==> src/rtl/clb_pkg.sv <==
// Shared types and codes for the RGBA blend unit.
// Holds factor, operator and register index codes and the control struct.
// No dependencies.
package clb_pkg;

    localparam int CFG_INDEX_BITS = 3;

    typedef enum logic [3:0] {
        CF_ZERO               = 4'd0,
        CF_ONE                = 4'd1,
        CF_SRC_COLOR          = 4'd2,
        CF_DST_COLOR          = 4'd3,
        CF_ONE_MINUS_SRC_COLOR = 4'd4,
        CF_ONE_MINUS_DST_COLOR = 4'd5,
        CF_SRC_ALPHA          = 4'd6,
        CF_DST_ALPHA          = 4'd7,
        CF_ONE_MINUS_SRC_ALPHA = 4'd8,
        CF_ONE_MINUS_DST_ALPHA = 4'd9,
        CF_CONST_COLOR        = 4'd10,
        CF_ONE_MINUS_CONST_COLOR = 4'd11,
        CF_CONST_ALPHA        = 4'd12,
        CF_ONE_MINUS_CONST_ALPHA = 4'd13
    } color_factor_t;

    typedef enum logic [2:0] {
        AF_ZERO                = 3'd0,
        AF_ONE                 = 3'd1,
        AF_SRC_ALPHA           = 3'd2,
        AF_DST_ALPHA           = 3'd3,
        AF_ONE_MINUS_SRC_ALPHA = 3'd4,
        AF_ONE_MINUS_DST_ALPHA = 3'd5,
        AF_CONST_ALPHA         = 3'd6,
        AF_ONE_MINUS_CONST_ALPHA = 3'd7
    } alpha_factor_t;

    typedef enum logic [2:0] {
        OP_ADD     = 3'd0,
        OP_SUB     = 3'd1,
        OP_REV_SUB = 3'd2,
        OP_MIN     = 3'd3,
        OP_MAX     = 3'd4
    } blend_op_t;

    typedef enum logic [CFG_INDEX_BITS-1:0] {
        REG_SRC_COLOR_FACTOR = 3'd0,
        REG_DST_COLOR_FACTOR = 3'd1,
        REG_COLOR_OPERATOR   = 3'd2,
        REG_SRC_ALPHA_FACTOR = 3'd3,
        REG_DST_ALPHA_FACTOR = 3'd4,
        REG_ALPHA_OPERATOR   = 3'd5,
        REG_CONSTANT_COLOR   = 3'd6,
        REG_CONSTANT_ALPHA   = 3'd7
    } cfg_index_t;

    typedef struct packed {
        color_factor_t src_color_factor;
        color_factor_t dst_color_factor;
        blend_op_t     color_operator;
        alpha_factor_t src_alpha_factor;
        alpha_factor_t dst_alpha_factor;
        blend_op_t     alpha_operator;
    } blend_ctrl_t;

    // map an alpha factor onto the color factor that picks the same value
    function automatic color_factor_t alpha_to_color_factor(alpha_factor_t code);
        color_factor_t res;
        unique case (code)
            AF_ZERO:                  res = CF_ZERO;
            AF_ONE:                   res = CF_ONE;
            AF_SRC_ALPHA:             res = CF_SRC_ALPHA;
            AF_DST_ALPHA:             res = CF_DST_ALPHA;
            AF_ONE_MINUS_SRC_ALPHA:   res = CF_ONE_MINUS_SRC_ALPHA;
            AF_ONE_MINUS_DST_ALPHA:   res = CF_ONE_MINUS_DST_ALPHA;
            AF_CONST_ALPHA:           res = CF_CONST_ALPHA;
            AF_ONE_MINUS_CONST_ALPHA: res = CF_ONE_MINUS_CONST_ALPHA;
            default:                  res = CF_ZERO;
        endcase
        return res;
    endfunction

endpackage

==> src/rtl/color_alpha_blend_unit.sv <==
// RGBA blend unit top level: input register, four blend lanes, result register.
// Accepted input passes the input register, then the result register (out_valid); one item
// per cycle unless stalled. A stalled result holds a full input register and stalls input.
// The combinational lane path (one multiply, fold-add, combine) sets the clock rate.
// Reset clears the pipeline valid bits and loads the default blend state
// (source factor one, destination factor zero, add); payload registers are not reset.
// Depends on clb_pkg, clb_cfg, clb_lane and clb_nmul.
module color_alpha_blend_unit
    import clb_pkg::*;
#(
    parameter int CHANNEL_BITS = 8
) (
    input  logic                        clk,
    input  logic                        rst_n,
    input  logic                        cfg_we,
    input  logic [CFG_INDEX_BITS-1:0]   cfg_index,
    input  logic [3*CHANNEL_BITS-1:0]   cfg_data,
    input  logic                        in_valid,
    output logic                        in_stall,
    input  logic [CHANNEL_BITS-1:0]     src_red,
    input  logic [CHANNEL_BITS-1:0]     src_green,
    input  logic [CHANNEL_BITS-1:0]     src_blue,
    input  logic [CHANNEL_BITS-1:0]     src_alpha,
    input  logic [CHANNEL_BITS-1:0]     dst_red,
    input  logic [CHANNEL_BITS-1:0]     dst_green,
    input  logic [CHANNEL_BITS-1:0]     dst_blue,
    input  logic [CHANNEL_BITS-1:0]     dst_alpha,
    output logic                        out_valid,
    input  logic                        out_stall,
    output logic [CHANNEL_BITS-1:0]     out_red,
    output logic [CHANNEL_BITS-1:0]     out_green,
    output logic [CHANNEL_BITS-1:0]     out_blue,
    output logic [CHANNEL_BITS-1:0]     out_alpha
);

    localparam int LANES = 4;

    blend_ctrl_t                    ctrl;
    logic [3*CHANNEL_BITS-1:0]      constant_color;
    logic [CHANNEL_BITS-1:0]        constant_alpha;

    logic                           in_valid_reg;
    logic [CHANNEL_BITS-1:0]        src_reg [LANES];
    logic [CHANNEL_BITS-1:0]        dst_reg [LANES];
    logic                           out_valid_reg;
    logic [CHANNEL_BITS-1:0]        res_reg [LANES];
    logic [CHANNEL_BITS-1:0]        res_next [LANES];
    logic [CHANNEL_BITS-1:0]        k_chan [LANES];
    color_factor_t                  src_fac [LANES];
    color_factor_t                  dst_fac [LANES];
    blend_op_t                      lane_op [LANES];
    logic                           out_load;
    logic                           in_load;

    clb_cfg #(
        .CHANNEL_BITS (CHANNEL_BITS)
    ) u_cfg (
        .clk            (clk),
        .rst_n          (rst_n),
        .cfg_we         (cfg_we),
        .cfg_index      (cfg_index),
        .cfg_data       (cfg_data),
        .ctrl           (ctrl),
        .constant_color (constant_color),
        .constant_alpha (constant_alpha)
    );

    assign out_load = in_valid_reg && (!out_valid_reg || !out_stall);
    assign in_stall = in_valid_reg && !out_load;
    assign in_load  = in_valid && !in_stall;

    always_ff @(posedge clk or negedge rst_n)
    begin
        if (!rst_n)
        begin
            in_valid_reg  <= 1'b0;
            out_valid_reg <= 1'b0;
        end
        else
        begin
            if (in_load || out_load)
            begin
                in_valid_reg <= in_load;
            end
            if (out_load || !out_stall)
            begin
                out_valid_reg <= out_load;
            end
        end
    end

    // hold payload while stalled
    always_ff @(posedge clk)
    begin
        if (in_load)
        begin
            src_reg[0] <= src_red;
            src_reg[1] <= src_green;
            src_reg[2] <= src_blue;
            src_reg[3] <= src_alpha;
            dst_reg[0] <= dst_red;
            dst_reg[1] <= dst_green;
            dst_reg[2] <= dst_blue;
            dst_reg[3] <= dst_alpha;
        end
        if (out_load)
        begin
            res_reg <= res_next;
        end
    end

    assign k_chan[0]  = constant_color[3*CHANNEL_BITS-1:2*CHANNEL_BITS];
    assign k_chan[1]  = constant_color[2*CHANNEL_BITS-1:CHANNEL_BITS];
    assign k_chan[2]  = constant_color[CHANNEL_BITS-1:0];
    assign k_chan[3]  = constant_alpha;

    assign src_fac[0] = ctrl.src_color_factor;
    assign src_fac[1] = ctrl.src_color_factor;
    assign src_fac[2] = ctrl.src_color_factor;
    assign src_fac[3] = alpha_to_color_factor(ctrl.src_alpha_factor);
    assign dst_fac[0] = ctrl.dst_color_factor;
    assign dst_fac[1] = ctrl.dst_color_factor;
    assign dst_fac[2] = ctrl.dst_color_factor;
    assign dst_fac[3] = alpha_to_color_factor(ctrl.dst_alpha_factor);
    assign lane_op[0] = ctrl.color_operator;
    assign lane_op[1] = ctrl.color_operator;
    assign lane_op[2] = ctrl.color_operator;
    assign lane_op[3] = ctrl.alpha_operator;

    for (genvar i = 0; i < LANES; i++)
    begin : g_lane
        clb_lane #(
            .CHANNEL_BITS (CHANNEL_BITS)
        ) u_lane (
            .s_chan     (src_reg[i]),
            .d_chan     (dst_reg[i]),
            .s_alpha    (src_reg[LANES-1]),
            .d_alpha    (dst_reg[LANES-1]),
            .k_chan     (k_chan[i]),
            .k_alpha    (constant_alpha),
            .src_factor (src_fac[i]),
            .dst_factor (dst_fac[i]),
            .op         (lane_op[i]),
            .result     (res_next[i])
        );
    end

    assign out_valid = out_valid_reg;
    assign out_red   = res_reg[0];
    assign out_green = res_reg[1];
    assign out_blue  = res_reg[2];
    assign out_alpha = res_reg[3];

endmodule

==> src/rtl/clb_cfg.sv <==
// Configuration registers of the RGBA blend unit.
// Depends on clb_pkg for codes and the control struct.
module clb_cfg
    import clb_pkg::*;
#(
    parameter int CHANNEL_BITS = 8
) (
    input  logic                        clk,
    input  logic                        rst_n,
    input  logic                        cfg_we,
    input  logic [CFG_INDEX_BITS-1:0]   cfg_index,
    input  logic [3*CHANNEL_BITS-1:0]   cfg_data,
    output blend_ctrl_t                 ctrl,
    output logic [3*CHANNEL_BITS-1:0]   constant_color,
    output logic [CHANNEL_BITS-1:0]     constant_alpha
);

    blend_ctrl_t                      ctrl_reg;
    logic [3*CHANNEL_BITS-1:0]        const_color_reg;
    logic [CHANNEL_BITS-1:0]          const_alpha_reg;

    always_ff @(posedge clk or negedge rst_n)
    begin
        if (!rst_n)
        begin
            ctrl_reg.src_color_factor <= CF_ONE;
            ctrl_reg.dst_color_factor <= CF_ZERO;
            ctrl_reg.color_operator   <= OP_ADD;
            ctrl_reg.src_alpha_factor <= AF_ONE;
            ctrl_reg.dst_alpha_factor <= AF_ZERO;
            ctrl_reg.alpha_operator   <= OP_ADD;
            const_color_reg           <= '0;
            const_alpha_reg           <= '0;
        end
        else if (cfg_we)
        begin
            unique case (cfg_index_t'(cfg_index))
                REG_SRC_COLOR_FACTOR:
                    ctrl_reg.src_color_factor <= color_factor_t'(cfg_data[3:0]);
                REG_DST_COLOR_FACTOR:
                    ctrl_reg.dst_color_factor <= color_factor_t'(cfg_data[3:0]);
                REG_COLOR_OPERATOR:
                    ctrl_reg.color_operator <= blend_op_t'(cfg_data[2:0]);
                REG_SRC_ALPHA_FACTOR:
                    ctrl_reg.src_alpha_factor <= alpha_factor_t'(cfg_data[2:0]);
                REG_DST_ALPHA_FACTOR:
                    ctrl_reg.dst_alpha_factor <= alpha_factor_t'(cfg_data[2:0]);
                REG_ALPHA_OPERATOR:
                    ctrl_reg.alpha_operator <= blend_op_t'(cfg_data[2:0]);
                REG_CONSTANT_COLOR:
                    const_color_reg <= cfg_data;
                REG_CONSTANT_ALPHA:
                    const_alpha_reg <= cfg_data[CHANNEL_BITS-1:0];
                default:
                    const_alpha_reg <= const_alpha_reg;
            endcase
        end
    end

    assign ctrl           = ctrl_reg;
    assign constant_color = const_color_reg;
    assign constant_alpha = const_alpha_reg;

endmodule

==> src/rtl/clb_nmul.sv <==
// Normalized multiply: round(a*b / M) with M = 2^N - 1.
// Division by M done as (x + (x >> N) + 1) >> N. No package dependency.
module clb_nmul #(
    parameter int CHANNEL_BITS = 8
) (
    input  logic [CHANNEL_BITS-1:0] a,
    input  logic [CHANNEL_BITS-1:0] b,
    output logic [CHANNEL_BITS-1:0] p
);

    localparam logic [2*CHANNEL_BITS-1:0] HALF = (2*CHANNEL_BITS)'((1 << (CHANNEL_BITS-1)) - 1);

    logic [2*CHANNEL_BITS-1:0] prod;
    logic [2*CHANNEL_BITS-1:0] biased;
    logic [2*CHANNEL_BITS:0]   folded;

    always_comb
    begin
        prod   = {{CHANNEL_BITS{1'b0}}, a} * {{CHANNEL_BITS{1'b0}}, b};
        biased = prod + HALF;
        folded = {1'b0, biased}
               + {{(CHANNEL_BITS+1){1'b0}}, biased[2*CHANNEL_BITS-1:CHANNEL_BITS]}
               + {{(2*CHANNEL_BITS){1'b0}}, 1'b1};
        p      = folded[2*CHANNEL_BITS-1:CHANNEL_BITS];
    end

endmodule

==> src/rtl/clb_lane.sv <==
// One blend lane: factor select, two normalized products, combine and clamp.
// Depends on clb_pkg and clb_nmul.
module clb_lane
    import clb_pkg::*;
#(
    parameter int CHANNEL_BITS = 8
) (
    input  logic [CHANNEL_BITS-1:0] s_chan,
    input  logic [CHANNEL_BITS-1:0] d_chan,
    input  logic [CHANNEL_BITS-1:0] s_alpha,
    input  logic [CHANNEL_BITS-1:0] d_alpha,
    input  logic [CHANNEL_BITS-1:0] k_chan,
    input  logic [CHANNEL_BITS-1:0] k_alpha,
    input  color_factor_t           src_factor,
    input  color_factor_t           dst_factor,
    input  blend_op_t               op,
    output logic [CHANNEL_BITS-1:0] result
);

    localparam logic [CHANNEL_BITS-1:0] CH_MAX = '1;

    logic [CHANNEL_BITS-1:0] src_weight;
    logic [CHANNEL_BITS-1:0] dst_weight;
    logic [CHANNEL_BITS-1:0] src_term;
    logic [CHANNEL_BITS-1:0] dst_term;
    logic [CHANNEL_BITS:0]   sum;

    function automatic logic [CHANNEL_BITS-1:0] pick(
        color_factor_t           code,
        logic [CHANNEL_BITS-1:0] sc,
        logic [CHANNEL_BITS-1:0] dc,
        logic [CHANNEL_BITS-1:0] sa,
        logic [CHANNEL_BITS-1:0] da,
        logic [CHANNEL_BITS-1:0] kc,
        logic [CHANNEL_BITS-1:0] ka
    );
        logic [CHANNEL_BITS-1:0] res;
        unique case (code)
            CF_ONE:                   res = CH_MAX;
            CF_SRC_COLOR:             res = sc;
            CF_DST_COLOR:             res = dc;
            CF_ONE_MINUS_SRC_COLOR:   res = CH_MAX - sc;
            CF_ONE_MINUS_DST_COLOR:   res = CH_MAX - dc;
            CF_SRC_ALPHA:             res = sa;
            CF_DST_ALPHA:             res = da;
            CF_ONE_MINUS_SRC_ALPHA:   res = CH_MAX - sa;
            CF_ONE_MINUS_DST_ALPHA:   res = CH_MAX - da;
            CF_CONST_COLOR:           res = kc;
            CF_ONE_MINUS_CONST_COLOR: res = CH_MAX - kc;
            CF_CONST_ALPHA:           res = ka;
            CF_ONE_MINUS_CONST_ALPHA: res = CH_MAX - ka;
            default:                  res = '0;
        endcase
        return res;
    endfunction

    assign src_weight = pick(src_factor, s_chan, d_chan, s_alpha, d_alpha, k_chan, k_alpha);
    assign dst_weight = pick(dst_factor, s_chan, d_chan, s_alpha, d_alpha, k_chan, k_alpha);

    clb_nmul #(
        .CHANNEL_BITS (CHANNEL_BITS)
    ) u_src_mul (
        .a (s_chan),
        .b (src_weight),
        .p (src_term)
    );

    clb_nmul #(
        .CHANNEL_BITS (CHANNEL_BITS)
    ) u_dst_mul (
        .a (d_chan),
        .b (dst_weight),
        .p (dst_term)
    );

    always_comb
    begin
        sum = {1'b0, src_term} + {1'b0, dst_term};
        case (op)
            OP_ADD:     result = sum[CHANNEL_BITS] ? CH_MAX : sum[CHANNEL_BITS-1:0];
            OP_SUB:     result = (src_term > dst_term) ? src_term - dst_term : '0;
            OP_REV_SUB: result = (dst_term > src_term) ? dst_term - src_term : '0;
            OP_MIN:     result = (src_term < dst_term) ? src_term : dst_term;
            OP_MAX:     result = (src_term > dst_term) ? src_term : dst_term;
            default:    result = '0;
        endcase
    end

endmodule
==> config.mk <==
export PLATFORM = sky130hd
export DESIGN_NAME = color_alpha_blend_unit
export DESIGN_NICKNAME = d
export VERILOG_FILES = /design/src/rtl/clb_pkg.sv /design/src/rtl/color_alpha_blend_unit.sv /design/src/rtl/clb_cfg.sv /design/src/rtl/clb_nmul.sv /design/src/rtl/clb_lane.sv
export SDC_FILE = /design/constraint.sdc
export NUM_CORES = 2
export LEC_CHECK = 0
export BUFFER_PORTS_ARGS = -buffer_cell sky130_fd_sc_hd__buf_4
export CORE_MARGIN = 2
export CORE_UTILIZATION = 40
export CTS_BUF_LIST = sky130_fd_sc_hd__clkbuf_4 sky130_fd_sc_hd__clkbuf_8
export DETAILED_ROUTE_END_ITERATION = 8
export GPL_ROUTABILITY_DRIVEN = 0
export PLACE_DENSITY_LB_ADDON = 0.25
export SYNTH_ARGS = -nofsm -noshare
export SYNTH_HDL_FRONTEND = slang
export SYNTH_SLANG_ARGS = --single-unit
==> constraint.sdc <==
create_clock -name clk -period 16.2 [get_ports clk]
set_input_delay 2.43 -clock clk [delete_from_list [all_inputs] [get_ports clk]]
set_output_delay 2.43 -clock clk [all_outputs]
set_load 0.02 [all_outputs]
Word-level counts from Yosys, hierarchy flattened

Memory sizes are Yosys's and may differ from the RTL's.
Index checks and enable logic that the tools add are counted.

Word-level logic and storage cells: 220
Output and inout bits: 34
Register bits after elaboration: 86
Memories kept: 4
Bits of input ports: 96
ROM bits: 64
RAM bits: 64

Multiply operators: 8
Magnitude comparators: 12
Reduce and logical (&&, ||, !) cells: 33
Equal/unequal tests: 67
$add $sub $neg: 48
Muxes and demuxes: 34

Memory list:

| memory           | depth | width | read ports | clocked after memory_dff | wr ports | RTL line                     | text |
|---|---|---|---|---|---|---|---|
| (name not given) | 8     | 4     | 1          | 0                        | 0        | clb_pkg.sv:67                | `unique case (code)` |
| (name not given) | 8     | 4     | 1          | 0                        | 0        | clb_pkg.sv:67                |  |
| dst_reg          | 4     | 8     | 4          | 0                        | 4        | color_alpha_blend_unit.sv:44 | `logic [CHANNEL_BITS-1:0] dst_reg [LANES];` |
| src_reg          | 4     | 8     | 4          | 0                        | 4        | color_alpha_blend_unit.sv:43 | `logic [CHANNEL_BITS-1:0] src_reg [LANES];` |

Operators with widths:

| cell                                          | number |
|---|---|
| case mux 8 bit (13 select lines)              | 6 |
| two-way mux 8 bit                             | 20 |
| case mux 8 bit (5 select lines)               | 4 |
| adder 16 x 1 -> 16 bit, second input constant | 8 |
| adder 16 x 7 -> 16 bit, second input constant | 8 |
| adder 16 x 8 -> 16 bit                        | 8 |
| multiplier 8 x 8 -> 16 bit                    | 8 |
| case mux 8 bit (7 select lines)               | 2 |
| == test 4 bit, second input constant          | 24 |
| subtractor 8 bit, first input constant        | 12 |
| == test 4 x 3 -> 1 bit, second input constant | 16 |
| greater-than comparator 8 bit                 | 8 |
| subtractor 8 bit                              | 8 |
| adder 8 x 8 -> 9 bit                          | 4 |
| == test 4 x 2 -> 1 bit, second input constant | 8 |
| less-than comparator 8 bit                    | 4 |
| OR reduction 2 bit                            | 12 |
| == test 3 x 2 -> 1 bit, second input constant | 6 |
| == test 3 bit, second input constant          | 6 |
| == test 4 x 1 -> 1 bit, second input constant | 4 |
| AND reduction 2 bit                           | 8 |
| == test 3 x 1 -> 1 bit, second input constant | 3 |
| zero test 3 bit                               | 3 |
| zero test 1 bit                               | 4 |
| other kinds (3)                               | 8 |

Logic depth before layout (Yosys ltp)

An unclocked memory read counts as a cell.

Word-level depth: 11
Mapped depth: 47

Hierarchy

A second synthesis with hierarchy kept.

Cells, all modules: 4845
Area, all modules: 39977.1 sq um

By module, submodules not included:

| module                                     | cells each | area each (sq um) | sequential area each (sq um) | times used |
|---|---|---|---|---|
| clb_nmul at g_lane[0].u_lane.u_dst_mul ... | 317        | 2718.9            | 0.0                          | 4 |
| clb_lane at g_lane[1].u_lane ...           | 533        | 3301.9            | 0.0                          | 2 |
| clb_nmul at g_lane[2].u_lane.u_src_mul ... | 305        | 2662.6            | 0.0                          | 2 |
| clb_lane at g_lane[3].u_lane               | 534        | 3435.8            | 0.0                          | 1 |
| clb_lane at g_lane[0].u_lane               | 529        | 3334.4            | 0.0                          | 1 |
| color_alpha_blend_unit                     | 106        | 2987.9            | 2932.8                       | 1 |
| clb_nmul at g_lane[2].u_lane.u_dst_mul     | 308        | 2646.3            | 0.0                          | 1 |
| clb_nmul at g_lane[3].u_lane.u_src_mul     | 307        | 2638.8            | 0.0                          | 1 |
| clb_cfg                                    | 117        | 2129.5            | 1303.8                       | 1 |

Least setup slack after synthesis

Ideal clock, no wire load.

Kind: flip-flop to flip-flop
From: register u_cfg.ctrl_reg, in the netlist u_cfg.ctrl[15]
To: register res_reg, in the netlist out_red[6], data pin
Clock period less this slack: 10.510 ns
Cell stages (with the launch flop): 44
Slack: 5.690 ns
Data required time: 15.924 ns
Buffers on the path: 3
Arrival: 10.234 ns
Cells stage by stage: dfrtp_1 > clkbuf_1 > buf_1 > buf_1 > mux2i_1 > o22ai_1 > a222oi_1 > nand2_1 > and2_1 > fa_1 > inv_1 > fa_1 > inv_1 > fa_1 > inv_1 > fa_1 > inv_1 > ha_1 > [... 8 more ...] > nand4_1 > nor2_1 > o21ai_0 > a221oi_2 > nand2_1 > nor4bb_1 > and2_1 > xnor2_1 > ha_1 > nor4_1 > and4_1 > or2_2 > nor3_1 > a21oi_1 > o22a_1 > mux2i_1 > a311oi_1 > o221ai_1

Cells in the longest elaborated chain, start to end: 9

Ends and longest elaborated chain:

| item                                        | RTL line                      | text |
|---|---|---|
| from (decl)                                 | clb_cfg.sv:18                 | `blend_ctrl_t ctrl_reg;` |
| == test 4 bit (tied with other cells)       | clb_lane.sv:38                | `unique case (code)` |
| case mux 8 bit (13 select lines) (*)        | clb_lane.sv:38                |  |
| multiplier 8 x 8 -> 16 bit (*)              | clb_nmul.sv:19                | `prod = {{CHANNEL_BITS{1'b0}}, a} * {{CHANNEL_BITS{1'b0}}, b};` |
| adder 16 x 7 -> 16 bit (*)                  | clb_nmul.sv:20                | `biased = prod + HALF;` |
| adder 16 x 8 -> 16 bit (*)                  | clb_nmul.sv:22                | `+ {{(CHANNEL_BITS+1){1'b0}}, biased[2*CHANNEL_BITS-1:CHANNEL_BITS]}` |
| adder 16 x 1 -> 16 bit (*)                  | clb_nmul.sv:23                | `+ {{(2*CHANNEL_BITS){1'b0}}, 1'b1};` |
| subtractor 8 bit (tied with other cells)    | clb_lane.sv:82                | `OP_REV_SUB: result = (dst_term > src_term) ? dst_term - src_term : '0;` |
| two-way mux 8 bit, on equally long branches | --                            |  |
| case mux 8 bit (5 select lines) (*)         | clb_lane.sv:79                | `case (op)` |
| via g_lane[0].u_lane.result[6]              | clb_lane.sv:17                | `output logic [CHANNEL_BITS-1:0] result` |
| to (signal assigned)                        | color_alpha_blend_unit.sv:108 | `res_reg <= res_next;` |
| to (decl)                                   | color_alpha_blend_unit.sv:46  | `logic [CHANNEL_BITS-1:0] res_reg [LANES];` |

The timed path passes the listed nets; every way through them passes the cells marked *.
A chain may end at the register's enable or synchronous reset.

Worst setup path in the final report

From: register u_cfg.ctrl_reg, in the netlist u_cfg.ctrl[12]
To: register res_reg, in the netlist out_red[3], data pin

The elaborated chain is that of the path after synthesis.

==> results_dict.tcl <==
set metrics [dict create \
    status "finished, final reports clean" \
    hold_violations 0 \
    crit_buf_inv 5 \
    dp_hpwl_mm 76.9 \
    htree_levels 4 \
    wl_per_cell_um 18.7 \
    max_stage_delay_ns 0.82 \
    cts_hold_buf 0 \
    fmax_mhz 79.9 \
    wl_met3_mm 5.66 \
    synth_area_um2 34500 \
    final_common_cell "inv_1" \
    seq_area_um2 4240 \
    grt_antenna_before_repair 5 \
    grt_pass1_wl_mm 158 \
    rsz0062_at_grt "false" \
    path_max_fanout 40 \
    most-common-layout-cells "643 x inv_1, 421 x ha_1, 348 x fa_1" \
    post-route-util_pct 43.2 \
    port_buffers 129 \
    clkTransAtPathRegs_ns 0.12 \
    ant_nets 0 \
    multiInputGateArea_um2 27200 \
    grtUsageTotal_pct 22.3 \
    die_area_um2 88700 \
    tritoncts "yes" \
    tns_ns 0 \
    worst_slew_pin_slew_ns 1.21 \
    clk_latency_ns 0.63 \
    cp_slowest_cell "dfrtp_2" \
    crit_type "register to register" \
    grt_overflow 0 \
    wl_met2_mm 44.6 \
    wl_mm 97.6 \
    synthCells 4063 \
    crit_arrival_ns 12.85 \
    vias 29000 \
    syn_to_final_growth_pct 6.65 \
    cts_made_buffers 17 \
    crit_family "compound AO/OA/AOI/OAI gates" \
    die_h_um 298 \
    wl_met1_mm 45.1 \
    fin_crit_ns 12.52 \
    fin_worst_skew_ns 0.0279 \
    period_share_pct 77.3 \
    cts_resized 0 \
    ys.flop_type "edfxtp_1" \
    cts_buffer_depth 2 \
    critPathRequiredTime_ns 16.53 \
    grt_max_degree 70 \
    floorplan.initialDensity_pct 40.5 \
    hp-class "register to register" \
    setup_violations 0 \
    fin_nets 4912 \
    grt_pass1_vias 28900 \
    relSlewSlack_pct 19.3 \
    maxCapViolations 0 \
    start_kind "register" \
    die_x_um 298 \
    cp-end-kind "register" \
    n_fill_cell 8529 \
    route.detailed.drc 0 \
    drive_above_1_share_pct 7.00 \
    synth.net_count 4928 \
    synth-seq-cells 150 \
    fp.coreArea_um2 85300 \
    yosys_warnings 0 \
    slew_viol_final 0 \
    root_buffer "clkbuf_8" \
    avgViaCountPerCell 5.57 \
    rows 107 \
    first_iter_violations 2267 \
    cts_sinks 150 \
    synth-async-reset-ratio_pct 36.0 \
    routed.top_layer "met4" \
    avgSynthCellArea_um2 8.50 \
    synth_seq_area_share_pct 12.3 \
    synth_edf_count 96 \
    synth_cell_types 104 \
    cts_setup_buffers 0 \
    firstDrtPassIters 8 \
    io_pins 130 \
]
==> logic make-up after synthesis <==
kind of cell    after synthesis  share of synthesized area (%)
simple gates               1107                           16.5
xor+xnor                    145                           3.70
flops                       150                           12.3
fa+ha+maj                   770                           35.5
mux                         174                           5.23
compound gates              888                           17.8
buf+inv                     829                           9.07
==> cell type report <==
class / count / area share (%)
clock inverter: 15 / 0.551
multi-input combinational: 3084 / 73.8
tap: 1144 / 3.89
antenna: 3 / 0.0204
sequential: 150 / 11.5
clock buffer: 17 / 0.636
inverter: 652 / 6.65
timing repair buffer: 142 / 2.90
==> worst register-to-register path: cells and delay by family (launching register included) <==
family	cells	cell delay [ns]
compound gates	12	3.95
xor+xnor	2	0.48
fa+ha+maj	7	3.03
flops	1	0.82
buf+inv	5	0.83
simple gates	13	3.08
==> through the flow <==
stage / worst slack [ns] / hold slack (ns) / cells / area (µm²)
2_1_floorplan: 5.69 / 0.443 / 4063 / 34500
3_3_place_gp: 4.08 / 0.464 / 5172 / 36400
3_5_place_dp: 3.97 / 0.486 / 5172 / 36400
4_1_cts: 3.91 / 0.512 / 5204 / 36800
5_1_grt: 2.62 / 0.527 / 5206 / 36800
6_report: 3.68 / 0.508 / 5207 / 36800
==> cells in the mapped netlist (all sizes together) (36+ instances only) <==
master  number  area share (%)
edfxtp      96             8.4
mux2        51             1.7
fa         348              20
nor2b       37            0.69
nand2      340             3.7
o22ai       74             1.3
o21ai      151             2.2
ha         421              15
o21bai      38            0.83
clkbuf     147             1.6
a21o        43            0.94
and2       330             6.0
xor2        55             1.4
nor3        48            0.71
o221ai      43             1.1
xnor2       90             2.3
dfrtp       52             3.8
nor2       174             1.9
a221o       36             1.0
mux2i      123             3.6
inv        652             7.1
a21oi      208             3.0
==> layer usage <==
metal	vias to the layer above	global-route usage, %
li1	13800	-
met1	14200	30.8
met2	854	36.1
met3	119	3.20
met4	0	6.40
met5	-	0
==> worst paths after layout <==
path / startpoint / end / slack (ns) / cells past startpoint
min in group asynchronous: rst_n / u_cfg.ctrl[2]$_DFFE_PN0P_ / 1.87 / 1
max: u_cfg.ctrl[12]$_DFFE_PN0P_ / out_red[3]$_DFFE_PP_ / 3.68 / 39
min: in_valid_reg$_DFFE_PN0P_ / out_valid$_DFFE_PN0P_ / 0.51 / 1
max reg2reg: u_cfg.ctrl[12]$_DFFE_PN0P_ / out_red[3]$_DFFE_PP_ / 3.68 / 39
min reg2reg: in_valid_reg$_DFFE_PN0P_ / out_valid$_DFFE_PN0P_ / 0.51 / 1
max in group asynchronous: rst_n / u_cfg.ctrl[19]$_DFFE_PN0P_ / 13.71 / 1
Power is not shown: default switching activity piles up to over one toggle a cycle in this logic, so the estimate is an artifact.
